[config.mk]
export PLATFORM = sky130hd
export DESIGN_NAME = base64_encoder_line_wrap
export DESIGN_NICKNAME = d
export VERILOG_FILES = /design/src/hw/rtl/b64e_pkg.sv /design/src/hw/rtl/b64e_front.sv /design/src/hw/rtl/b64e_fifo.sv /design/src/hw/rtl/b64e_back.sv /design/src/hw/rtl/base64_encoder_line_wrap.sv
export SDC_FILE = /design/constraint.sdc
export NUM_CORES = 1
export LEC_CHECK = 0
export BUFFER_PORTS_ARGS = -buffer_cell sky130_fd_sc_hd__clkbuf_2
export CORE_ASPECT_RATIO = 1.5
export CORE_MARGIN = 8
export CORE_UTILIZATION = 43
export DETAILED_ROUTE_END_ITERATION = 10
export PLACE_DENSITY = 0.63
export SYNTH_ARGS = -nofsm -noshare
export SYNTH_HDL_FRONTEND = slang
export SYNTH_SLANG_ARGS = --single-unit
[constraint.sdc]
create_clock -name clk -period 5.5 [get_ports clk]
set_clock_uncertainty 0.2 [all_clocks]
set_input_delay 1.375 -clock clk [delete_from_list [all_inputs] [get_ports clk]]
set_output_delay 1.375 -clock clk [all_outputs]
set_load 0.05 [all_outputs]
[src/hw/rtl/b64e_pkg.sv]
// ----------------------------------------------------------------------------
// b64e_pkg
// shared types, constants and the base64 character map for the encoder
// ----------------------------------------------------------------------------
package b64e_pkg;

  // register indexes on the configuration port
  localparam logic CFG_IDX_WRAP_ENABLE = 1'b0;
  localparam logic CFG_IDX_LINE_LENGTH = 1'b1;

  localparam logic [7:0] LINE_LENGTH_RESET = 8'd76;
  localparam logic [7:0] NEWLINE_CHAR      = 8'h0A;
  localparam logic [7:0] PAD_CHAR          = 8'h3D;
  localparam logic [8:0] COUNT_MAX         = 9'd511;
  localparam logic [8:0] GROUP_CHARS       = 9'd4;

  // most characters one byte can produce
  localparam int MAX_CHARS = 5;
  localparam int CNT_W     = $clog2(MAX_CHARS + 1);

  // queue between front and back
  localparam int DESC_DEPTH = 4;
  localparam int PTR_W      = $clog2(DESC_DEPTH);
  localparam int FILL_W     = $clog2(DESC_DEPTH + 1);

  typedef struct packed {
    logic       wrap_en;
    logic [7:0] line_len;
  } cfg_t;

  // characters caused by one input byte, slot 0 goes out first
  typedef struct packed {
    logic [MAX_CHARS-1:0][7:0] chars;
    logic [CNT_W-1:0]          cnt;
  } desc_t;

  // 6-bit value to its base64 character
  function automatic logic [7:0] b64_char(logic [5:0] v);
    logic [7:0] r;
    if (v < 6'd26) begin
      r = 8'(8'h41 + {2'b00, v});
    end else if (v < 6'd52) begin
      r = 8'(8'h61 + {2'b00, v} - 8'd26);
    end else if (v < 6'd62) begin
      r = 8'(8'h30 + {2'b00, v} - 8'd52);
    end else if (v == 6'd62) begin
      r = 8'h2B;
    end else begin
      r = 8'h2F;
    end
    return r;
  endfunction

endpackage

[src/hw/rtl/b64e_front.sv]
// ----------------------------------------------------------------------------
// b64e_front
// takes one byte per cycle while take is high, tracks group phase and line count, and builds
// the list of characters that the byte causes
// ----------------------------------------------------------------------------
module b64e_front (
  input  logic            clk,
  input  logic            rst_n,
  input  b64e_pkg::cfg_t  cfg,
  input  logic [7:0]      in_data_byte,
  input  logic            in_final_byte,
  input  logic            take,
  output b64e_pkg::desc_t desc
);

  typedef enum logic [1:0] {
    PH_FIRST  = 2'd0,
    PH_SECOND = 2'd1,
    PH_THIRD  = 2'd2
  } phase_t;

  phase_t      phase_r, phase_nxt;
  logic [3:0]  carry_r, carry_nxt;
  logic [8:0]  lcount_r, lcount_nxt;

  logic [b64e_pkg::CNT_W-1:0] n_base;
  logic [8:0]                 lc_sat;
  logic [8:0]                 lc_grp;
  logic                       grp_done;
  logic                       mid_nl;
  logic                       end_nl;

  // saturating count after one more complete group
  assign lc_sat = (lcount_r >= (b64e_pkg::COUNT_MAX - b64e_pkg::GROUP_CHARS)) ?
                  b64e_pkg::COUNT_MAX : 9'(lcount_r + b64e_pkg::GROUP_CHARS);

  // character list and next state
  always_comb begin
    desc.chars = '0;
    n_base     = '0;
    grp_done   = 1'b0;
    mid_nl     = 1'b0;
    phase_nxt  = phase_r;
    carry_nxt  = carry_r;
    unique case (phase_r)
      PH_SECOND: begin
        desc.chars[0] = b64e_pkg::b64_char({carry_r[1:0], in_data_byte[7:4]});
        carry_nxt     = in_data_byte[3:0];
        phase_nxt     = PH_THIRD;
        n_base        = b64e_pkg::CNT_W'(1);
        if (in_final_byte) begin
          desc.chars[1] = b64e_pkg::b64_char({in_data_byte[3:0], 2'b00});
          desc.chars[2] = b64e_pkg::PAD_CHAR;
          n_base        = b64e_pkg::CNT_W'(3);
          grp_done      = 1'b1;
        end
      end
      PH_THIRD: begin
        desc.chars[0] = b64e_pkg::b64_char({carry_r, in_data_byte[7:6]});
        desc.chars[1] = b64e_pkg::b64_char(in_data_byte[5:0]);
        carry_nxt     = 4'd0;
        phase_nxt     = PH_FIRST;
        grp_done      = 1'b1;
        n_base        = b64e_pkg::CNT_W'(2);
        // mid-line newline after a full group
        if (cfg.wrap_en && (lc_sat >= {1'b0, cfg.line_len})) begin
          desc.chars[2] = b64e_pkg::NEWLINE_CHAR;
          n_base        = b64e_pkg::CNT_W'(3);
          mid_nl        = 1'b1;
        end
      end
      default: begin
        // first byte of a group, the unused phase code behaves the same
        desc.chars[0] = b64e_pkg::b64_char(in_data_byte[7:2]);
        carry_nxt     = {2'b00, in_data_byte[1:0]};
        phase_nxt     = PH_SECOND;
        n_base        = b64e_pkg::CNT_W'(1);
        if (in_final_byte) begin
          desc.chars[1] = b64e_pkg::b64_char({in_data_byte[1:0], 4'b0000});
          desc.chars[2] = b64e_pkg::PAD_CHAR;
          desc.chars[3] = b64e_pkg::PAD_CHAR;
          n_base        = b64e_pkg::CNT_W'(4);
          grp_done      = 1'b1;
        end
      end
    endcase

    lc_grp     = grp_done ? lc_sat : lcount_r;
    if (mid_nl) begin
      lc_grp = 9'd0;
    end
    lcount_nxt = lc_grp;

    // message-end newline goes into the next free slot
    end_nl   = in_final_byte && cfg.wrap_en && (lc_grp != 9'd0);
    desc.cnt = end_nl ? b64e_pkg::CNT_W'(n_base + 1'b1) : n_base;
    for (int i = 0; i < b64e_pkg::MAX_CHARS; i++) begin
      if (end_nl && (n_base == b64e_pkg::CNT_W'(i))) begin
        desc.chars[i] = b64e_pkg::NEWLINE_CHAR;
      end
    end

    if (in_final_byte) begin
      phase_nxt  = PH_FIRST;
      carry_nxt  = 4'd0;
      lcount_nxt = 9'd0;
    end
  end

  // encoder state
  always_ff @(posedge clk) begin
    if (!rst_n) begin
      phase_r  <= PH_FIRST;
      carry_r  <= 4'd0;
      lcount_r <= 9'd0;
    end else if (take) begin
      phase_r  <= phase_nxt;
      carry_r  <= carry_nxt;
      lcount_r <= lcount_nxt;
    end
  end

endmodule

[src/hw/rtl/b64e_fifo.sv]
// ----------------------------------------------------------------------------
// b64e_fifo
// short queue of character lists between front and back
// ----------------------------------------------------------------------------
module b64e_fifo (
  input  logic            clk,
  input  logic            rst_n,
  input  logic            wr_en,
  input  b64e_pkg::desc_t wr_data,
  input  logic            rd_en,
  output b64e_pkg::desc_t rd_data,
  output logic            full,
  output logic            not_empty
);

  b64e_pkg::desc_t mem_r [b64e_pkg::DESC_DEPTH];

  logic [b64e_pkg::PTR_W-1:0]  wptr_r, wptr_nxt;
  logic [b64e_pkg::PTR_W-1:0]  rptr_r, rptr_nxt;
  logic [b64e_pkg::FILL_W-1:0] fill_r, fill_nxt;

  assign full      = (fill_r == b64e_pkg::FILL_W'(b64e_pkg::DESC_DEPTH));
  assign not_empty = (fill_r != '0);
  assign rd_data   = mem_r[rptr_r];

  // pointer and fill updates
  always_comb begin
    wptr_nxt = wr_en ? b64e_pkg::PTR_W'(wptr_r + 1'b1) : wptr_r;
    rptr_nxt = rd_en ? b64e_pkg::PTR_W'(rptr_r + 1'b1) : rptr_r;
    fill_nxt = fill_r;
    if (wr_en && !rd_en) begin
      fill_nxt = b64e_pkg::FILL_W'(fill_r + 1'b1);
    end else if (!wr_en && rd_en) begin
      fill_nxt = b64e_pkg::FILL_W'(fill_r - 1'b1);
    end
  end

  always_ff @(posedge clk) begin
    if (!rst_n) begin
      wptr_r <= '0;
      rptr_r <= '0;
      fill_r <= '0;
    end else begin
      wptr_r <= wptr_nxt;
      rptr_r <= rptr_nxt;
      fill_r <= fill_nxt;
    end
  end

  // storage
  always_ff @(posedge clk) begin
    if (wr_en) begin
      mem_r[wptr_r] <= wr_data;
    end
  end

`ifndef SYNTHESIS
  a_fill_bound: assert property (@(posedge clk) disable iff (!rst_n)
    fill_r <= b64e_pkg::FILL_W'(b64e_pkg::DESC_DEPTH))
    else $error("queue fill beyond depth");

  a_no_underflow: assert property (@(posedge clk) disable iff (!rst_n)
    rd_en |-> not_empty)
    else $error("queue read while empty");

  a_grow: assert property (@(posedge clk) disable iff (!rst_n)
    (wr_en && !rd_en) |=> (fill_r == b64e_pkg::FILL_W'($past(fill_r) + 1'b1)))
    else $error("queue fill did not grow on write");
`endif

endmodule

[src/hw/rtl/b64e_back.sv]
// ----------------------------------------------------------------------------
// b64e_back
// holds one character list and sends its characters one per transfer
// ----------------------------------------------------------------------------
module b64e_back (
  input  logic            clk,
  input  logic            rst_n,
  input  b64e_pkg::desc_t q_data,
  input  logic            q_not_empty,
  output logic            q_rd,
  output logic [7:0]      out_char,
  output logic            out_run_last,
  output logic            empty,
  input  logic            pop
);

  b64e_pkg::desc_t            hold_r;
  logic [b64e_pkg::CNT_W-1:0] idx_r, idx_nxt;
  logic                       valid_r, valid_nxt;
  logic                       is_last;
  logic                       xfer;

  assign is_last      = (idx_r == b64e_pkg::CNT_W'(hold_r.cnt - 1'b1));
  assign xfer         = pop && valid_r;
  assign q_rd         = q_not_empty && (!valid_r || (xfer && is_last));
  assign empty        = !valid_r;
  assign out_run_last = is_last;

  // pick the current character
  always_comb begin
    out_char = hold_r.chars[0];
    for (int i = 1; i < b64e_pkg::MAX_CHARS; i++) begin
      if (idx_r == b64e_pkg::CNT_W'(i)) begin
        out_char = hold_r.chars[i];
      end
    end
  end

  // advance or reload
  always_comb begin
    idx_nxt   = idx_r;
    valid_nxt = valid_r;
    if (q_rd) begin
      idx_nxt   = '0;
      valid_nxt = 1'b1;
    end else if (xfer) begin
      if (is_last) begin
        valid_nxt = 1'b0;
      end else begin
        idx_nxt = b64e_pkg::CNT_W'(idx_r + 1'b1);
      end
    end
  end

  always_ff @(posedge clk) begin
    if (!rst_n) begin
      valid_r <= 1'b0;
      idx_r   <= '0;
    end else begin
      valid_r <= valid_nxt;
      idx_r   <= idx_nxt;
    end
  end

  always_ff @(posedge clk) begin
    if (q_rd) begin
      hold_r <= q_data;
    end
  end

`ifndef SYNTHESIS
  a_idx_in_range: assert property (@(posedge clk) disable iff (!rst_n)
    valid_r |-> (idx_r < hold_r.cnt))
    else $error("character index past list end");

  a_cnt_sane: assert property (@(posedge clk) disable iff (!rst_n)
    valid_r |-> ((hold_r.cnt != '0) &&
                 (hold_r.cnt <= b64e_pkg::CNT_W'(b64e_pkg::MAX_CHARS))))
    else $error("held list has bad length");

  a_step: assert property (@(posedge clk) disable iff (!rst_n)
    (xfer && !is_last) |=>
      (valid_r && (idx_r == b64e_pkg::CNT_W'($past(idx_r) + 1'b1))))
    else $error("index did not advance within a list");
`endif

endmodule

[src/hw/rtl/base64_encoder_line_wrap.sv]
// ----------------------------------------------------------------------------
// base64_encoder_line_wrap
// streaming base64 encoder with '=' padding and optional line wrapping
// ----------------------------------------------------------------------------
// channel  direction  handshake       payload
// input    in         push / full     in_data_byte[7:0], in_final_byte
// result   out        pop / empty     out_char[7:0], out_run_last
// config   in         cfg_we          cfg_index, cfg_data[7:0]
//
// a byte is taken in any cycle push is high and the four-entry queue is
// not full; it becomes one to five characters, sent one per cycle while
// pop is high, so the output port sets the sustained rate.
// a taken byte goes into the queue, then the held list, then the outputs.
// synchronous active-low reset clears state; no clearing pass is needed.
// either side may stall independently: the queue and held list decouple them.
// ----------------------------------------------------------------------------
module base64_encoder_line_wrap (
  input  logic       clk,
  input  logic       rst_n,
  input  logic       cfg_we,
  input  logic       cfg_index,
  input  logic [7:0] cfg_data,
  input  logic [7:0] in_data_byte,
  input  logic       in_final_byte,
  input  logic       push,
  output logic       full,
  output logic [7:0] out_char,
  output logic       out_run_last,
  output logic       empty,
  input  logic       pop
);

  b64e_pkg::cfg_t  cfg_r;
  b64e_pkg::desc_t front_desc;
  b64e_pkg::desc_t q_data;
  logic            take;
  logic            q_rd;
  logic            q_not_empty;

  assign take = push && !full;

  // configuration registers
  always_ff @(posedge clk) begin
    if (!rst_n) begin
      cfg_r.wrap_en  <= 1'b0;
      cfg_r.line_len <= b64e_pkg::LINE_LENGTH_RESET;
    end else if (cfg_we) begin
      unique case (cfg_index)
        b64e_pkg::CFG_IDX_WRAP_ENABLE: cfg_r.wrap_en  <= cfg_data[0];
        b64e_pkg::CFG_IDX_LINE_LENGTH: cfg_r.line_len <= cfg_data;
      endcase
    end
  end

  b64e_front u_front (
    .clk           (clk),
    .rst_n         (rst_n),
    .cfg           (cfg_r),
    .in_data_byte  (in_data_byte),
    .in_final_byte (in_final_byte),
    .take          (take),
    .desc          (front_desc)
  );

  b64e_fifo u_fifo (
    .clk       (clk),
    .rst_n     (rst_n),
    .wr_en     (take),
    .wr_data   (front_desc),
    .rd_en     (q_rd),
    .rd_data   (q_data),
    .full      (full),
    .not_empty (q_not_empty)
  );

  b64e_back u_back (
    .clk          (clk),
    .rst_n        (rst_n),
    .q_data       (q_data),
    .q_not_empty  (q_not_empty),
    .q_rd         (q_rd),
    .out_char     (out_char),
    .out_run_last (out_run_last),
    .empty        (empty),
    .pop          (pop)
  );

endmodule
==> metrics.txt <==
# TYPE chip_impl_metric gauge
chip_impl_info{name="run_status",value="finished clean"} 1
chip_impl_metric{name="port_buffers",unit=""} 33
chip_impl_metric{name="cts_num_sinks",unit=""} 165
chip_impl_metric{name="register_clock_pin_slew_on_the_reported_worst_setup_and_hold_paths",unit="ps"} 60
chip_impl_metric{name="number_of_cells_on_the_critical_path",unit=""} 15
chip_impl_metric{name="layout-area-overhead-vs-synth",unit="%"} 10.1
chip_impl_metric{name="worstHoldPathCells",unit=""} 2
chip_impl_metric{name="clock_insertion_delay_worst_skew",unit="ps"} 420
chip_impl_metric{name="drt-vias-per-instance",unit=""} 5.78
chip_impl_metric{name="finalCritPeriodShare",unit="%"} 83.4
chip_impl_info{name="setup.worst_path.end_class",value="flop"} 1
chip_impl_metric{name="worstPathMaxFanout",unit=""} 9
chip_impl_metric{name="cts-buffers-inserted",unit=""} 17
chip_impl_metric{name="synth_nets",unit=""} 922
chip_impl_metric{name="power.static_leakage",unit="nW"} 3.75
chip_impl_metric{name="yosysSeqAreaShare",unit="%"} 48.8
chip_impl_info{name="worstPathCellList",value="ha_1, o211ai_1, or3_2, nor2b_1, ha_1, nand2b_1, a31oi_1, o21bai_1, a211o_4, a21o_2, inv_1, ha_1, inv_1, a2111oi_4, a211oi_1"} 1
chip_impl_info{name="worst_setup_path_startpoint",value="u_front.lcount_r[3]"} 1
chip_impl_metric{name="ff_latch_count_synth",unit=""} 165
chip_impl_metric{name="antenna_found_initial",unit=""} 0
chip_impl_info{name="grt_most_used_layer",value="met2"} 1
chip_impl_info{name="most-common-layout-cells",value="sky130_fd_sc_hd__edfxtp_1, sky130_fd_sc_hd__nand2_1, sky130_fd_sc_hd__ha_1"} 1
chip_impl_metric{name="vias_in_the_first_global_route",unit=""} 6565
chip_impl_metric{name="grt_start_max_net_pins",unit=""} 35
chip_impl_info{name="critPathMostFrequentCell",value="sky130_fd_sc_hd__ha_1"} 1
chip_impl_info{name="min-delay-start",value="cfg_r[7]"} 1
chip_impl_metric{name="setup_violations",unit=""} 0
chip_impl_metric{name="worst_pin_slew",unit="ps"} 997
chip_impl_metric{name="synth_top_area_share",unit="%"} 41.3
chip_impl_metric{name="drt_first_iter_violations",unit=""} 483
chip_impl_metric{name="cts_max_level",unit=""} 4
chip_impl_metric{name="routed_wl",unit="um"} 20900
chip_impl_metric{name="wire_length_of_the_first_global_routing_pass",unit="um"} 33800
chip_impl_metric{name="grt_remaining_overflow",unit=""} 0
chip_impl_info{name="synth-main-ff-cell",value="sky130_fd_sc_hd__edfxtp_1"} 1
chip_impl_metric{name="detail_route.first_pass.iterations",unit=""} 7
chip_impl_info{name="cts_tree",value="yes"} 1
chip_impl_metric{name="multiInputGateArea",unit="sq mm"} 0.00444
chip_impl_info{name="worst_path_cell_with_the_longest_stage_delay",value="sky130_fd_sc_hd__or3_2"} 1
chip_impl_metric{name="ctsLongestPathBuffers",unit=""} 2
chip_impl_info{name="yosysTopAreaCell",value="sky130_fd_sc_hd__edfxtp_1"} 1
chip_impl_info{name="timing.critical_path.from_type",value="flop"} 1
chip_impl_info{name="crit_type",value="flop to flop"} 1
chip_impl_info{name="mostFrequentLayoutCell",value="sky130_fd_sc_hd__edfxtp_1"} 1
chip_impl_metric{name="global_route.usage.met1",unit="%"} 17.1
chip_impl_metric{name="yosysUniqueCellTypes",unit=""} 79
chip_impl_metric{name="timing.slew.headroom",unit="%"} 33.5
chip_impl_metric{name="critical_path.max_stage_delay",unit="ps"} 540
chip_impl_metric{name="postRouteAntennaNets",unit=""} 0
chip_impl_metric{name="number_of_rows_created_at_floorplan",unit=""} 66
chip_impl_info{name="rsz_0062_raised_after_global_routing",value="no"} 1
chip_impl_metric{name="peakVddDrop",unit="uV"} 175
chip_impl_metric{name="report.final.slew_viol_count",unit=""} 0
chip_impl_metric{name="register_area",unit="sq mm"} 0.00461
chip_impl_metric{name="hold_slack",unit="ps"} 269
chip_impl_metric{name="worst-endpoint-arrival",unit="ps"} 4500
chip_impl_metric{name="post_synthesis_async_set_or_reset_flop_share",unit="%"} 0
chip_impl_metric{name="worst_r2r_path_depth",unit=""} 15
chip_impl_metric{name="overall_die_area",unit="sq mm"} 0.0271
chip_impl_metric{name="dieWidth",unit="um"} 137
chip_impl_metric{name="grt_util_met2",unit="%"} 29.3
chip_impl_metric{name="setup_total_negative_slack",unit="ps"} 0
chip_impl_metric{name="maxCapViolCount",unit=""} 0
chip_impl_info{name="netlist_top_cells_area",value="sky130_fd_sc_hd__edfxtp_1, sky130_fd_sc_hd__dfxtp_1, sky130_fd_sc_hd__ha_1"} 1
chip_impl_metric{name="achievable-frequency",unit="GHz"} 0.218
chip_impl_metric{name="final-hold-violation-count",unit=""} 0
chip_impl_metric{name="antenna_cells_inserted",unit=""} 0
chip_impl_metric{name="synth-edff-count",unit=""} 130
chip_impl_metric{name="vias",unit=""} 6582
chip_impl_metric{name="routabilityCongestion",unit=""} 0.921
chip_impl_metric{name="worst-endpoint-required",unit="ps"} 5410
chip_impl_metric{name="cts.hold.buffers_added",unit=""} 0
chip_impl_metric{name="use_met3",unit="%"} 2.04
chip_impl_metric{name="gate_count_of_the_mapped_netlist",unit=""} 843
chip_impl_metric{name="grt_util_all_layers",unit="%"} 15.9
chip_impl_metric{name="final_period_minus_worst_setup_slack",unit="ps"} 4590
chip_impl_metric{name="initial_utilization",unit="%"} 43.6
chip_impl_metric{name="route.detailed.drc",unit=""} 0
chip_impl_metric{name="num-nets-final",unit=""} 933
chip_impl_metric{name="postCtsResizedCells",unit=""} 0
chip_impl_metric{name="postCtsSetupRepairBufs",unit=""} 0
chip_impl_info{name="worst_r2r_src",value="u_front.lcount_r[3]"} 1
chip_impl_metric{name="coreArea",unit="sq mm"} 0.0216
chip_impl_metric{name="post_route_cells_drive_above_1_share",unit="%"} 13.4
chip_impl_metric{name="routed_wire_length_per_instance",unit="um"} 18.4
chip_impl_info{name="hold_path.class",value="flop to flop"} 1
chip_impl_metric{name="worst-path-buf-inv",unit=""} 2
chip_impl_metric{name="yosys_warnings",unit=""} 0
chip_impl_metric{name="final.fill_count",unit=""} 1996
chip_impl_metric{name="fp.dieH",unit="um"} 197
chip_impl_metric{name="power_density",unit="mW/mm^2"} 381
chip_impl_metric{name="synthesis.area_per_instance",unit="sq um"} 11.2
chip_impl_metric{name="place_hpwl",unit="um"} 15100
chip_impl_metric{name="ioPinCount",unit=""} 34
chip_impl_metric{name="synth_cell_area",unit="sq mm"} 0.00944
chip_impl_info{name="clk_root_buffer_cell",value="sky130_fd_sc_hd__clkbuf_16"} 1
chip_impl_info{name="path_delay_family",value="compound AO/OA/AOI/OAI gates"} 1
## registers in the layout, summed over array words and instances, names as in the netlist
register and count:
u_fifo.mem_r 104, u_front.phase_r 2, cfg_r 9, u_fifo.fill_r 3, u_fifo.wptr_r 2, u_front.lcount_r 9
u_front.carry_r 4, u_back.idx_r 3, u_fifo.rptr_r 2, u_back.hold_r 26, u_back.valid_r 1
## metal layers
| layer | wire length (um) | part of all wire [%] |
|---|---|---|
| met1 | 8280 | 40 |
| met2 | 11300 | 54 |
| met3 | 692 | 3.3 |
| met4 | 709 | 3.4 |
| met5 | 0 | 0 |
## cells in the mapped netlist (all sizes together), types with 22 or more instances
cell type and instances:
inv 46, xnor2 26, ha 55, o21ai 44, nor2 34, nand2 83
clkbuf 43, mux4 26, dfxtp 35, nand3 22, a21oi 41, edfxtp 130
## cells by family (layout without fill, tap and decap cells)
kind of cell / count (synthesis) / after routing / synth area share [%]
XOR/XNOR: 36 / 36 / 3.49
flip-flops: 165 / 165 / 48.8
buffers and inverters: 99 / 123 / 4.24
AND/OR/NAND/NOR: 231 / 231 / 12.0
adder cells (fa/ha/maj): 56 / 56 / 7.50
multiplexers: 45 / 45 / 8.28
AO/OA/AOI/OAI: 211 / 211 / 15.8
## power breakdown
part / switching (mW) / internal (mW) / leakage (nW)
sequential: 0.117 / 1.63 / 1.51
clock: 0.450 / 0.708 / 0.277
combinational: 0.663 / 0.389 / 1.96
## area by class of cell
type / count / share of cell area [%]
tap: 272 / 3.27
clock inverter: 14 / 1.52
timing repair buffer: 43 / 2.31
sequential: 165 / 44.3
clock buffer: 18 / 4.13
multi-input combinational: 579 / 42.7
inverter: 48 / 1.73
## tightest hold or removal path, cell delays in order (launching register included)
cell	delay [ps]
sky130_fd_sc_hd__dfxtp_1	310
sky130_fd_sc_hd__nand2_1	50
sky130_fd_sc_hd__a21boi_0	60
## worst paths after layout
check | endpoint | slack (ps)
max | u_fifo.mem_r[3][9] | 910
max reg2reg | u_fifo.mem_r[3][9] | 910
min | cfg_r[7] | 270
min reg2reg | cfg_r[7] | 270
## metrics by stage
step | util, % | instances | instance area (sq um) | worst slack [ps] | power (mW)
finish | 48.0 | 1139 | 10400 | 912 | 3.96
CTS | 48.0 | 1139 | 10400 | 922 | 4.01
floorplan | - | 843 | 9440 | 1110 | 2.56
detailed placement | 45.3 | 1107 | 9810 | 948 | 2.85
global route | 48.0 | 1139 | 10400 | 593 | 4.16
global placement | 45.3 | 1107 | 9810 | 1020 | 2.82
(Power assumes the default switching activity.)
